File: src/tbe_pkg.sv
package tbe_pkg;

  localparam int RATE_W     = 24;
  localparam int TIME_W     = 40;
  localparam int ANG_W      = 32;
  localparam int FRAC_BITS  = 12;
  localparam int CFG_IDX_W  = 8;
  localparam int CFG_DATA_W = 32;
  localparam int SWEEP_W    = 33;
  localparam int QUOT_W     = 40;
  localparam int DIV_W      = RATE_W + FRAC_BITS;

  localparam logic [CFG_IDX_W-1:0] REG_RAPID_RATE    = 8'd0;
  localparam logic [CFG_IDX_W-1:0] REG_FALLBACK_FEED = 8'd1;

  localparam logic [31:0]       KINV_Q32   = 32'd2608131496;
  localparam logic [31:0]       TWO_PI_Q29 = 32'd3373259426;
  localparam logic [12:0]       MS_SCALE   = 13'd6000;
  localparam logic [TIME_W-1:0] TIME_MAX   = {TIME_W{1'b1}};

  typedef struct packed {
    logic              is_arc;
    logic              clockwise;
    logic              last;
    logic [RATE_W-1:0] rate;
  } job_ctl_t;

  // Arctangent of 2^-i in turns, 2^32 being one full turn.
  function automatic logic [ANG_W-1:0] atan_turn(input logic [4:0] i);
    logic [ANG_W-1:0] v;
    case (i)
      5'd0:  v = 32'h20000000;
      5'd1:  v = 32'h12E4051E;
      5'd2:  v = 32'h09FB385B;
      5'd3:  v = 32'h051111D4;
      5'd4:  v = 32'h028B0D43;
      5'd5:  v = 32'h0145D7E1;
      5'd6:  v = 32'h00A2F61E;
      5'd7:  v = 32'h00517C55;
      5'd8:  v = 32'h0028BE53;
      5'd9:  v = 32'h00145F2F;
      5'd10: v = 32'h000A2F98;
      5'd11: v = 32'h000517CC;
      5'd12: v = 32'h00028BE6;
      5'd13: v = 32'h000145F3;
      5'd14: v = 32'h0000A2FA;
      5'd15: v = 32'h0000517D;
      5'd16: v = 32'h000028BE;
      5'd17: v = 32'h0000145F;
      5'd18: v = 32'h00000A30;
      5'd19: v = 32'h00000518;
      5'd20: v = 32'h0000028C;
      5'd21: v = 32'h00000146;
      5'd22: v = 32'h000000A3;
      5'd23: v = 32'h00000051;
      5'd24: v = 32'h00000029;
      5'd25: v = 32'h00000014;
      5'd26: v = 32'h0000000A;
      5'd27: v = 32'h00000005;
      5'd28: v = 32'h00000003;
      5'd29: v = 32'h00000001;
      5'd30: v = 32'h00000001;
      default: v = 32'h00000000;
    endcase
    return v;
  endfunction

endpackage

File: src/tbe_if.sv


interface tbe_out_if #(parameter int CW = 32);
  logic                 valid;
  logic                 ready;
  logic [39:0]          total_time_ms;
  logic signed [CW-1:0] min_x;
  logic signed [CW-1:0] min_y;
  logic signed [CW-1:0] max_x;
  logic signed [CW-1:0] max_y;

  modport source(output valid, total_time_ms, min_x, min_y, max_x, max_y, input ready);
  modport sink(input valid, total_time_ms, min_x, min_y, max_x, max_y, output ready);
endinterface


File: src/tbe_mul.sv
module tbe_mul #(
  parameter int AW = 50,
  parameter int BW = 33
) (
  input  logic             clk,
  input  logic             rst_n,
  input  logic             start,
  input  logic [AW-1:0]    a,
  input  logic [BW-1:0]    b,
  output logic             done,
  output logic [AW+BW-1:0] p
);

  // Sixteen bits of a per cycle, most significant digit first.
  localparam int ND = (AW + 15) / 16;
  localparam int PW = ND * 16 + BW;
  localparam int CNTW = $clog2(ND + 1);

  logic [ND*16-1:0] a_r;
  logic [BW-1:0]    b_r;
  logic [PW-1:0]    acc_r;
  logic [CNTW-1:0]  cnt_r;
  logic             done_r;
  logic [BW+15:0]   dig_p;

  assign done  = done_r;
  assign p     = acc_r[AW+BW-1:0];
  assign dig_p = a_r[ND*16-1 -: 16] * b_r;

  always_ff @(posedge clk) begin
    if (!rst_n) begin
      cnt_r  <= '0;
      done_r <= 1'b0;
    end else begin
      done_r <= 1'b0;
      if (start) begin
        cnt_r <= CNTW'(ND);
      end else if (cnt_r != '0) begin
        cnt_r <= cnt_r - CNTW'(1);
        if (cnt_r == CNTW'(1)) done_r <= 1'b1;
      end
    end
  end

  always_ff @(posedge clk) begin
    if (start) begin
      a_r   <= (ND * 16)'(a);
      b_r   <= b;
      acc_r <= '0;
    end else if (cnt_r != '0) begin
      a_r   <= a_r << 16;
      acc_r <= (acc_r << 16) + PW'(dig_p);
    end
  end

endmodule

File: src/tbe_back.sv
module tbe_back
  import tbe_pkg::*;
#(
  parameter int CW     = 32,
  parameter int STAGES = 24,
  parameter int DW     = 10 * CW + 6
) (
  input  logic          clk,
  input  logic          rst_n,
  input  logic          q_empty,
  input  job_ctl_t      pop_ctl,
  input  logic [DW-1:0] pop_data,
  output logic          pop,
  tbe_out_if.source     out_ch
);

  localparam int DIFW = CW + 1;
  localparam int XW   = CW + 16;
  localparam int LW   = CW + 18;
  localparam int PW   = LW + SWEEP_W;
  localparam int NW   = (LW + 34 > 77) ? LW + 34 : 77;
  localparam int BOX0 = 6 * DIFW;

  typedef enum logic [12:0] {
    S_IDLE  = 13'b0000000000001,
    S_VINIT = 13'b0000000000010,
    S_VITER = 13'b0000000000100,
    S_VEND  = 13'b0000000001000,
    S_GAIN  = 13'b0000000010000,
    S_SCALE = 13'b0000000100000,
    S_SWEEP = 13'b0000001000000,
    S_RATE  = 13'b0000010000000,
    S_SECS  = 13'b0000100000000,
    S_DCHK  = 13'b0001000000000,
    S_DIV   = 13'b0010000000000,
    S_ACC   = 13'b0100000000000,
    S_DONE  = 13'b1000000000000
  } state_t;

  // Which vector goes through the CORDIC, and what its result is for.
  typedef enum logic [1:0] {
    V_RAD  = 2'd0,
    V_LINE = 2'd1,
    V_END  = 2'd2
  } vec_t;

  state_t state_r, state_nxt;
  vec_t   vec_r, vec_nxt;
  job_ctl_t ctl_r, ctl_nxt;
  logic [DW-1:0] data_r, data_nxt;

  logic signed [XW-1:0] cx_r, cx_nxt, cy_r, cy_nxt;
  logic [ANG_W-1:0]     z_r, z_nxt, a0_r, a0_nxt;
  logic [4:0]           it_r, it_nxt;
  logic [LW-1:0]        r_r, r_nxt, len_r, len_nxt;
  logic [SWEEP_W-1:0]   sweep_r, sweep_nxt;
  logic [NW-1:0]        n_r, n_nxt;
  logic [DIV_W-1:0]     rem_r, rem_nxt;
  logic [QUOT_W-1:0]    ns_r, ns_nxt, q_r, q_nxt;
  logic [5:0]           dcnt_r, dcnt_nxt;
  logic [TIME_W-1:0]    t_r, t_nxt, acc_r, acc_nxt;

  logic                 mul_start_r, mul_start_nxt;
  logic [LW-1:0]        mul_a_r, mul_a_nxt;
  logic [SWEEP_W-1:0]   mul_b_r, mul_b_nxt;
  logic                 mul_done;
  logic [PW-1:0]        mul_p;

  logic                 out_valid_r, out_valid_nxt;
  logic [TIME_W-1:0]    out_time_r, out_time_nxt;
  logic signed [CW-1:0] out_min_x_r, out_min_y_r, out_max_x_r, out_max_y_r;
  logic signed [CW-1:0] out_min_x_nxt, out_min_y_nxt, out_max_x_nxt, out_max_y_nxt;
  logic                 out_load;

  logic signed [DIFW-1:0] vx, vy;
  logic signed [XW-1:0]   x0, y0, xs, ys;
  logic [LW-1:0]          mag;
  logic [ANG_W-1:0]       sw32;
  logic [DIV_W-1:0]       dvs;
  logic [DIV_W:0]         rem2;
  logic                   ge;

  tbe_mul #(.AW(LW), .BW(SWEEP_W)) u_mul (
    .clk   (clk),
    .rst_n (rst_n),
    .start (mul_start_r),
    .a     (mul_a_r),
    .b     (mul_b_r),
    .done  (mul_done),
    .p     (mul_p)
  );

  assign out_ch.valid         = out_valid_r;
  assign out_ch.total_time_ms = out_time_r;
  assign out_ch.min_x         = out_min_x_r;
  assign out_ch.min_y         = out_min_y_r;
  assign out_ch.max_x         = out_max_x_r;
  assign out_ch.max_y         = out_max_y_r;

  assign pop      = (state_r == S_IDLE) && !q_empty;
  assign out_load = (state_r == S_DONE) && (!out_valid_r || out_ch.ready);
  assign mag      = mul_p[32 +: LW];
  assign dvs      = {ctl_r.rate, {FRAC_BITS{1'b0}}};
  assign rem2     = {rem_r, ns_r[QUOT_W-1]};
  assign ge       = rem2 >= {1'b0, dvs};
  assign xs       = cx_r >>> it_r;
  assign ys       = cy_r >>> it_r;

  always_comb begin
    unique case (vec_r)
      V_RAD: begin
        vx = data_r[5*DIFW +: DIFW];
        vy = data_r[4*DIFW +: DIFW];
      end
      V_LINE: begin
        vx = data_r[3*DIFW +: DIFW];
        vy = data_r[2*DIFW +: DIFW];
      end
      default: begin
        vx = data_r[DIFW +: DIFW];
        vy = data_r[0 +: DIFW];
      end
    endcase
    x0   = XW'(vx) <<< FRAC_BITS;
    y0   = XW'(vy) <<< FRAC_BITS;
    sw32 = ctl_r.clockwise ? (a0_r - z_r) : (z_r - a0_r);
  end

  always_comb begin
    state_nxt     = state_r;
    vec_nxt       = vec_r;
    ctl_nxt       = ctl_r;
    data_nxt      = data_r;
    cx_nxt        = cx_r;
    cy_nxt        = cy_r;
    z_nxt         = z_r;
    a0_nxt        = a0_r;
    it_nxt        = it_r;
    r_nxt         = r_r;
    len_nxt       = len_r;
    sweep_nxt     = sweep_r;
    n_nxt         = n_r;
    rem_nxt       = rem_r;
    ns_nxt        = ns_r;
    q_nxt         = q_r;
    dcnt_nxt      = dcnt_r;
    t_nxt         = t_r;
    acc_nxt       = acc_r;
    mul_start_nxt = 1'b0;
    mul_a_nxt     = mul_a_r;
    mul_b_nxt     = mul_b_r;
    out_valid_nxt = out_valid_r && !out_ch.ready;
    out_time_nxt  = out_time_r;
    out_min_x_nxt = out_min_x_r;
    out_min_y_nxt = out_min_y_r;
    out_max_x_nxt = out_max_x_r;
    out_max_y_nxt = out_max_y_r;

    unique case (state_r)
      S_IDLE: begin
        if (!q_empty) begin
          ctl_nxt   = pop_ctl;
          data_nxt  = pop_data;
          vec_nxt   = pop_ctl.is_arc ? V_RAD : V_LINE;
          state_nxt = S_VINIT;
        end
      end
      S_VINIT: begin
        it_nxt = '0;
        if (vx == '0 && vy == '0) begin
          cx_nxt    = '0;
          cy_nxt    = '0;
          z_nxt     = '0;
          state_nxt = S_VEND;
        end else if (vx < 0) begin
          cx_nxt    = -x0;
          cy_nxt    = -y0;
          z_nxt     = 32'h80000000;
          state_nxt = S_VITER;
        end else begin
          cx_nxt    = x0;
          cy_nxt    = y0;
          z_nxt     = '0;
          state_nxt = S_VITER;
        end
      end
      S_VITER: begin
        if (!cy_r[XW-1]) begin
          cx_nxt = cx_r + ys;
          cy_nxt = cy_r - xs;
          z_nxt  = z_r + atan_turn(it_r);
        end else begin
          cx_nxt = cx_r - ys;
          cy_nxt = cy_r + xs;
          z_nxt  = z_r - atan_turn(it_r);
        end
        it_nxt = it_r + 5'd1;
        if (it_r == 5'(STAGES - 1)) state_nxt = S_VEND;
      end
      S_VEND: begin
        mul_start_nxt = 1'b1;
        if (vec_r == V_END) begin
          sweep_nxt = (sw32 == '0) ? {1'b1, {ANG_W{1'b0}}} : SWEEP_W'(sw32);
          mul_a_nxt = r_r;
          mul_b_nxt = SWEEP_W'(TWO_PI_Q29);
          state_nxt = S_SCALE;
        end else begin
          mul_a_nxt = LW'($unsigned(cx_r));
          mul_b_nxt = SWEEP_W'(KINV_Q32);
          state_nxt = S_GAIN;
        end
      end
      S_GAIN: begin
        if (mul_done) begin
          if (vec_r == V_RAD) begin
            r_nxt     = mag;
            a0_nxt    = z_r;
            vec_nxt   = (mag == '0) ? V_LINE : V_END;
            state_nxt = S_VINIT;
          end else begin
            len_nxt   = mag;
            state_nxt = S_RATE;
          end
        end
      end
      S_SCALE: begin
        if (mul_done) begin
          mul_start_nxt = 1'b1;
          mul_a_nxt     = mul_p[29 +: LW];
          mul_b_nxt     = sweep_r;
          state_nxt     = S_SWEEP;
        end
      end
      S_SWEEP: begin
        if (mul_done) begin
          len_nxt   = mag;
          state_nxt = S_RATE;
        end
      end
      S_RATE: begin
        if (ctl_r.rate != '0) begin
          mul_start_nxt = 1'b1;
          mul_a_nxt     = len_r;
          mul_b_nxt     = SWEEP_W'(MS_SCALE);
          state_nxt     = S_SECS;
        end else begin
          state_nxt = S_ACC;
        end
      end
      S_SECS: begin
        if (mul_done) begin
          n_nxt     = NW'(mul_p) + NW'({ctl_r.rate, {(FRAC_BITS - 1){1'b0}}});
          state_nxt = S_DCHK;
        end
      end
      S_DCHK: begin
        q_nxt    = '0;
        dcnt_nxt = '0;
        if (n_r >= NW'({dvs, {QUOT_W{1'b0}}})) begin
          t_nxt     = TIME_MAX;
          state_nxt = S_ACC;
        end else begin
          rem_nxt   = n_r[QUOT_W +: DIV_W];
          ns_nxt    = n_r[QUOT_W-1:0];
          state_nxt = S_DIV;
        end
      end
      S_DIV: begin
        rem_nxt  = ge ? DIV_W'(rem2 - {1'b0, dvs}) : rem2[DIV_W-1:0];
        q_nxt    = {q_r[QUOT_W-2:0], ge};
        ns_nxt   = ns_r << 1;
        dcnt_nxt = dcnt_r + 6'd1;
        if (dcnt_r == 6'(QUOT_W - 1)) begin
          t_nxt     = {q_r[QUOT_W-2:0], ge};
          state_nxt = S_ACC;
        end
      end
      S_ACC: begin
        if (ctl_r.rate != '0) begin
          acc_nxt = (t_r >= TIME_MAX - acc_r) ? TIME_MAX : acc_r + t_r;
        end
        state_nxt = ctl_r.last ? S_DONE : S_IDLE;
      end
      S_DONE: begin
        if (out_load) begin
          out_valid_nxt = 1'b1;
          out_time_nxt  = acc_r;
          out_min_x_nxt = data_r[BOX0 + 3*CW +: CW];
          out_min_y_nxt = data_r[BOX0 + 2*CW +: CW];
          out_max_x_nxt = data_r[BOX0 + CW +: CW];
          out_max_y_nxt = data_r[BOX0 +: CW];
          acc_nxt       = '0;
          state_nxt     = S_IDLE;
        end
      end
      default: state_nxt = S_IDLE;
    endcase
  end

  always_ff @(posedge clk) begin
    if (!rst_n) begin
      state_r     <= S_IDLE;
      acc_r       <= '0;
      mul_start_r <= 1'b0;
      out_valid_r <= 1'b0;
    end else begin
      state_r     <= state_nxt;
      acc_r       <= acc_nxt;
      mul_start_r <= mul_start_nxt;
      out_valid_r <= out_valid_nxt;
    end
  end

  always_ff @(posedge clk) begin
    vec_r       <= vec_nxt;
    ctl_r       <= ctl_nxt;
    data_r      <= data_nxt;
    cx_r        <= cx_nxt;
    cy_r        <= cy_nxt;
    z_r         <= z_nxt;
    a0_r        <= a0_nxt;
    it_r        <= it_nxt;
    r_r         <= r_nxt;
    len_r       <= len_nxt;
    sweep_r     <= sweep_nxt;
    n_r         <= n_nxt;
    rem_r       <= rem_nxt;
    ns_r        <= ns_nxt;
    q_r         <= q_nxt;
    dcnt_r      <= dcnt_nxt;
    t_r         <= t_nxt;
    mul_a_r     <= mul_a_nxt;
    mul_b_r     <= mul_b_nxt;
    out_time_r  <= out_time_nxt;
    out_min_x_r <= out_min_x_nxt;
    out_min_y_r <= out_min_y_nxt;
    out_max_x_r <= out_max_x_nxt;
    out_max_y_r <= out_max_y_nxt;
  end

  a_out_from_done: assert property (@(posedge clk) disable iff (!rst_n)
    $rose(out_valid_r) |-> $past(state_r == S_DONE))
    else $error("result raised outside the completion step");

  a_acc_cleared: assert property (@(posedge clk) disable iff (!rst_n)
    out_load |=> (acc_r == '0))
    else $error("time total not cleared after the last segment");

  a_iter_bound: assert property (@(posedge clk) disable iff (!rst_n)
    (state_r == S_VITER) |-> (it_r <= 5'(STAGES - 1)))
    else $error("CORDIC iteration count overran");

endmodule

File: src/flat_wrapper.sv
// flat-port wrapper written by rule: the top's interface ports become plain ports
module tbe_back_flat import tbe_pkg::*;
#(
  parameter int CW     = 32,
  parameter int STAGES = 24,
  parameter int DW     = 10 * CW + 6
)
  (clk, rst_n, q_empty, pop_ctl, pop_data, pop, out_ch_valid, out_ch_total_time_ms, out_ch_min_x, out_ch_min_y, out_ch_max_x, out_ch_max_y, out_ch_ready);
  tbe_out_if #(.CW(CW)) out_ch_i ();
  input  logic clk;
  input  logic rst_n;
  input  logic q_empty;
  input  job_ctl_t pop_ctl;
  input  logic [DW-1:0] pop_data;
  output logic pop;
  output wire logic [$bits(out_ch_i.valid)-1:0] out_ch_valid;
  output wire logic [$bits(out_ch_i.total_time_ms)-1:0] out_ch_total_time_ms;
  output wire logic [$bits(out_ch_i.min_x)-1:0] out_ch_min_x;
  output wire logic [$bits(out_ch_i.min_y)-1:0] out_ch_min_y;
  output wire logic [$bits(out_ch_i.max_x)-1:0] out_ch_max_x;
  output wire logic [$bits(out_ch_i.max_y)-1:0] out_ch_max_y;
  input wire logic [$bits(out_ch_i.ready)-1:0] out_ch_ready;
  assign out_ch_valid = out_ch_i.valid;
  assign out_ch_total_time_ms = out_ch_i.total_time_ms;
  assign out_ch_min_x = out_ch_i.min_x;
  assign out_ch_min_y = out_ch_i.min_y;
  assign out_ch_max_x = out_ch_i.max_x;
  assign out_ch_max_y = out_ch_i.max_y;
  assign out_ch_i.ready = out_ch_ready;
  tbe_back #(.CW(CW), .STAGES(STAGES), .DW(DW)) u_core (.clk(clk), .rst_n(rst_n), .q_empty(q_empty), .pop_ctl(pop_ctl), .pop_data(pop_data), .pop(pop), .out_ch(out_ch_i));
endmodule
File: config.mk
export PLATFORM = sky130hd
export DESIGN_NAME = tbe_back_flat
export DESIGN_NICKNAME = d
export VERILOG_FILES = /design/src/tbe_pkg.sv /design/src/tbe_if.sv /design/src/tbe_mul.sv /design/src/tbe_back.sv /design/src/flat_wrapper.sv
export SDC_FILE = /design/constraint.sdc
export NUM_CORES = 2
export LEC_CHECK = 0
export BUFFER_PORTS_ARGS = -buffer_cell sky130_fd_sc_hd__buf_2
export CAP_MARGIN = 20
export CORE_ASPECT_RATIO = 1.5
export CORE_MARGIN = 2
export CORE_UTILIZATION = 50
export DETAILED_ROUTE_END_ITERATION = 8
export PLACE_DENSITY = 0.67
export RECOVER_POWER = 100
export SLEW_MARGIN = 20
export SYNTH_ARGS = -nofsm -noshare
export SYNTH_HDL_FRONTEND = slang
export SYNTH_HIERARCHICAL = 1
export SYNTH_SLANG_ARGS = --single-unit
File: constraint.sdc
create_clock -name clk -period 26.7 [get_ports clk]
set_input_delay 2.67 -clock clk [delete_from_list [all_inputs] [get_ports clk]]
set_output_delay 2.67 -clock clk [all_outputs]
set_load 0.01 [all_outputs]
Word-level counts from Yosys, hierarchy flattened
Memory sizes are Yosys's and may differ from the RTL's. A register that Yosys moved wholly into a read port is not among the register bits. Cells that the tools add are included.

Mux-type cells: 80. Divide/modulo/power cells: 0. $add $sub $neg: 18. Bitwise logic cells: 3. Shifts and indexed selects: 2. Magnitude comparators: 4. Multipliers: 1. Reduce and logical (&&, ||, !) cells: 36. Eq/ne operators: 32.

Operators with widths (count): $mux W50 (8); $mux W48 (6); $mux W32 (8); $mux W40 (6); $pmux W40 S2 (3); $pmux W48 S2 (2); $pmux W13 S13 (1); $pmux W50 S3 (1); $pmux W33 S2 (2); $mux W13 (9); $pmux W50 S2 (1); $mux W33 (3); $pmux W33 S3 (1); $add A48 B48 Y48 (2); $neg A45 Y48 (2); $sshr A48 B5 Y48 (2); $sub A32 B32 Y32 (3); $sub A48 B48 Y48 (2); $add A83 B35 Y84 (1); $ge A84 B76 Y1 (1); $add A83 B49 Y83 (1); $pmux W39 S2 (1); $mux W36 (2); $pmux W36 S2 (1); 62 further kinds (107).

Bits in latches: 0. Flip-flop bits (word level): 1387. Bits in read-only memories: 1920. Logic and storage cells: 216. Bits of input ports: 357. Memories kept: 2. Output and inout bits: 170. RAM bits: 0.

Memories: (name not given) (depth 32, width 30, rd ports 1, clocked after Yosys merged registers in 1, write ports 0, line tbe_pkg.sv:31) `case (i)`; (name not given) (depth 32, width 30, rd ports 1, clocked after Yosys merged registers in 1, write ports 0, line tbe_pkg.sv:31).

Longest topological paths before layout
Depth in word-level cells: 6. Depth in mapped cells: 34. Mapped depth without buffers: 27.

By module
Netlist, hierarchy kept.

Modules (own cells, without submodules): tbe_back (sequential area each 36174.7 um^2, area each 70408.8 um^2, instances 1, cells an instance 6269); tbe_mul (sequential area each 4514.3 um^2, area each 25301.8 um^2, instances 1, cells an instance 2764).

Least setup slack after synthesis
Ideal clock, no wire load.

Kind: input -> output. Start point: in q_empty. End point: out pop. Setup slack: 5.663 ns. Cell stages on the path: 1. Data required time: 24.030 ns. Arrival time: 18.367 ns. Path buffers: 0. Cells stage by stage: nor2b_1.

Word-level cells in the longest chain between the ends: 2.

Ends and longest elaborated chain: start, declared (line flat_wrapper.sv:12) `input logic q_empty;`; $logic_not A1 Y1 (line tbe_back.sv:100) `assign pop = (state_r == S_IDLE) && !q_empty;`; $logic_and A1 B1 Y1 (line tbe_back.sv:100); end, declared (line flat_wrapper.sv:15) `output logic pop;`.

Every way passes these cells.

Worst setup path in the final report
Start point: in q_empty. End point: reg u_core.data_r[47], enable pin.

Word-level cells in the longest chain between the ends: 2.

Ends and longest elaborated chain: $not A1 Y1 (no source line); $reduce_and A2 Y1 (no source line); end signal, assigned (line tbe_back.sv:317) `data_r <= data_nxt;`; end, declared (line tbe_back.sv:50) `logic [DW-1:0] data_r, data_nxt;`.

Every way passes these cells. A chain may end at the register's enable or synchronous reset.

==> run summary <==
The flow ran to the end, but the final reports show violations. The final reports fail on capacitance limit, slew limit. The clock transition at the register clock pins on the worst setup and hold paths after CTS is 80 ps. In this run the vertical extent of the chip is 539.8 um. The share of synthesized area spent on multiplexers is 0.06382. The pin count of the biggest net entering global routing is 139. Leaving out fill and tap cells, the most frequent cell in the layout is edfxtp_1.

The area added between synthesis and finish is 9.760%. After synthesis, the largest family of logic cells by area is adder cells. Counting distinct cell types in the post-synthesis netlist gives 113.

When the netlist entered floorplanning its net count stood at 10330. In this run the post-CTS setup repair buffer count came out at 0. The core outline area came out at 190100 sq um. The number of slew-limit violations in the final report is 2373. After synthesis, the cell types taking the most area are edfxtp_1 39%, fa_1 9.9%, ha_1 6.1%. In this run, synthesis inferred 1231 flip-flops with an integrated enable. The routed wire length per instance came out at 24.96 um.

The CTS sink count came out at 1417. The depth of the worst register-to-register path came out at 8. The post-route setup TNS came out at 0 ps. The number of iterations in the first detailed-routing pass came out at 7. Buffers placed on the I/O ports in this run total 526.

In this run the critical register-to-register path is launched from u_core/state_r[1]. The portion of the post-synthesis area used by sequential elements came out at 0.4251. The placer's final routability congestion estimate came out at 0.9762. The worst register-to-register path ends at u_core/data_r[47]. Clock latency on the worst-skew pair, taken at its later pin, is 850 ps. The transition time at the pin with the least slew margin is 7568 ps. The count of max-cap constraint violations came out at 42. The total congestion overflow is 0.

The post-detailed-route count of antenna-violating nets is 0. Of the post-synthesis cell area, the dominant cell type holds 0.3862. Clock tree synthesis inserted a total of 150 buffers. The root buffer cell chosen for the clock tree is clkbuf_16. The H-tree depth reported by CTS is 4.

In this run the worst setup path begins at q_empty. The worst relative slew slack is -4.045. The initial utilization of the core area, before any placement, comes to 0.5036.

The cell accounting for the most synthesized area is edfxtp_1. The part of the cycle the worst path needs came out at 0.5289. Summed over all nets, the half-perimeter wirelength after detailed placement is 227900 um.

In the final layout, the multi-input gates occupy 50360 sq um. The fill cell instance count of the final layout came out at 16490. The first global-routing pass estimated 446100 um of wire.

Setup repair after global routing left no endpoint under its margin. In this run the most critical hold path is launched from u_core/mul_b_r[26]. The area fraction in compound gates after synthesis is 0.1200. The number of antenna violations at the first check in global routing is 35. The clock skew is 93.50 ps.

The clock tree buffer depth came out at 4. The floorplan die width is 361.2 um. The number of nets in the finished design is 10690. The worst setup path is launched from an input port.

The fraction of synthesized cell area in xor and xnor cells came out at 0.04640. The critical path data arrival time is 14460 ps. In the layout the commonest cells are 1231 x edfxtp_1, 1019 x nand2_1, 755 x inv_1. The number of placement rows is 196. The post-synthesis share of cell area spent on full adders, half adders and majority gates is 0.1597. Using the TritonRoute via totals, the vias-per-cell ratio works out to 5.999. The hold violation total from the final report is 0.

The overall fraction of global-route tracks in use is 0.3017. For this design, the CTS-stage hold fixing added 0 buffers. The register-to-register setup slack is 12860 ps. The total number of vias is 71940. The min-delay analysis places its worst path in the category flip-flop to flip-flop. Synthesis handed over a netlist of 9033 instances. The synthesized design contains 1417 register bits.

The number of warnings issued by yosys came out at 6. TritonCTS built the clock tree. The largest driver fanout on the critical path came out at 138. The worst-case hold slack is 398.5 ps. The most used flip-flop cell after synthesis is edfxtp_1. The capturing element of the worst setup path is u_core/data_r[47]. The proportion of synthesized flip-flops having asynchronous set or reset is 0. The die covers 195000 sq um. Of the cells placed in the final design, the portion with a size suffix greater than 1 is 0.09985.

Static timing analysis puts the maximum clock frequency at 0.07081 GHz. Setup violations remaining at the end of the flow were counted as 0. After detailed routing, the number of remaining DRC violations is 0. The count of instances resized after the clock tree is built came out at 0.

The shortest clock period the worst path allows after layout is 14120 ps. The total detailed-routing wirelength came out at 299300 um. The required time of the worst setup path came out at 27040 ps. Of the total synthesized cell area, the portion taken by AND, OR, NAND and NOR gates is 0.1359. The DRC marker count from the first detailed-route iteration is 5383. The mapped cell area came out at 95710 sq um. The number of global-route vias before repair came out at 73510. The setup path with the least slack is of type input port to flip-flop. The kind of capture point of the worst setup path is a flip-flop. The flip-flop and latch area is 40690 sq um. The average cell area after synthesis came out at 10.60 sq um.

The I/O pin total is 527.
==> cells by family (layout without fill, tap and decap cells) <==
logic type	Yosys count	count (layout)
and+or+nand+nor	2705	2705
AOI/OAI and AO/OA	1814	1814
DFF	1417	1417
buffers and inverters	1203	1674
adders and majority gates	938	938
xor gates and xnor gates	507	507
muxes	449	449
other	0	14
==> layer usage <==
layer  share of wire  vias to the layer above  global-route usage
li1                -                    32670                   -
met1            0.34                    35410              0.3130
met2            0.52                     2826              0.5484
met3           0.056                     1018             0.04588
met4           0.088                       14              0.2235
met5         0.00029                        -                   0
==> per-stage QoR <==
step                        util  instance area, sq um  cells  setup WS [ps]
after floorplan                -                 95710   9033           5663
after global placement    0.5298                100700  11710          18780
after detailed placement  0.5298                100700  11710          18670
after CTS                 0.5555                105600  11980          18610
after global routing      0.5527                105000  11990          11760
final                     0.5527                105100  11990          12580
==> area by class of cell <==
class / instances / share of cell area
inverter: 764 / 0.02733
sequential: 1417 / 0.3873
tap: 2475 / 0.02948
antenna: 14 / 0.0003335
clock buffer: 189 / 0.03839
clock inverter: 75 / 0.008051
timing repair buffer: 646 / 0.02968
multi-input combinational: 6413 / 0.4794
==> critical path, stage by stage <==
cell and delay [ps]:
clkbuf_1 200, nor2b_1 2290, clkbuf_1 810, clkbuf_1 5280
clkbuf_1 3010
==> synthesized netlist by cell type (15+ instances only) <==
cell type  number
o21ai_1        40
dfxtp_1       186
nand2b_1      103
and2_1        357
ha_1          465
o211ai_1       49
o21bai_1       44
a21o_1        186
a31oi_1        69
a21oi_1       560
fa_1          473
clkbuf_1      337
mux2i_1       200
mux4_2        113
and3_1         81
o21ai_0       344
a22oi_1        59
a31o_2         15
nand2_1      1020
nor3_1        125
nor4_1         60
inv_1         759
nor2b_1        59
buf_2          54
o31ai_1        34
a21boi_0       27
a211oi_1       61
or2_2          23
or3_1          29
nand4_1        76
xor2_1        219
and4_1         19
mux2_2        126
nor2_1        521
buf_1          34
xnor2_1       288
nand3_1       143
o21a_1         53
edfxtp_1     1231
o22ai_1        92
==> registers in the layout, summed over array words and instances, names as in the netlist, 48 cells and up, named ones only <==
name and cells:
u_core/u_mul/a_r 64, u_core/len_r 50, u_core/mul_a_r 50, u_core/u_mul/acc_r 83, u_core/cy_r 48, u_core/data_r 326, u_core/n_r 84, u_core/r_r 50
u_core/cx_r 48
==> worst min-delay path by stage <==
stage                              end  slack [ps]  cells past startpoint
2_1_floorplan   u_core/out_ch.max_x[0]         400                      0
5_1_grt           u_core/u_mul/b_r[26]         410                      0
6_report          u_core/u_mul/b_r[26]         400                      0
3_5_place_dp   u_core/out_ch.max_x[19]         400                      0
4_1_cts           u_core/u_mul/b_r[26]         400                      0
3_3_place_gp    u_core/out_ch.min_x[5]         400                      0
Power is left out: the tool's default activity adds up to more than one toggle a clock period on the data nets, which glitch-free logic cannot reach.
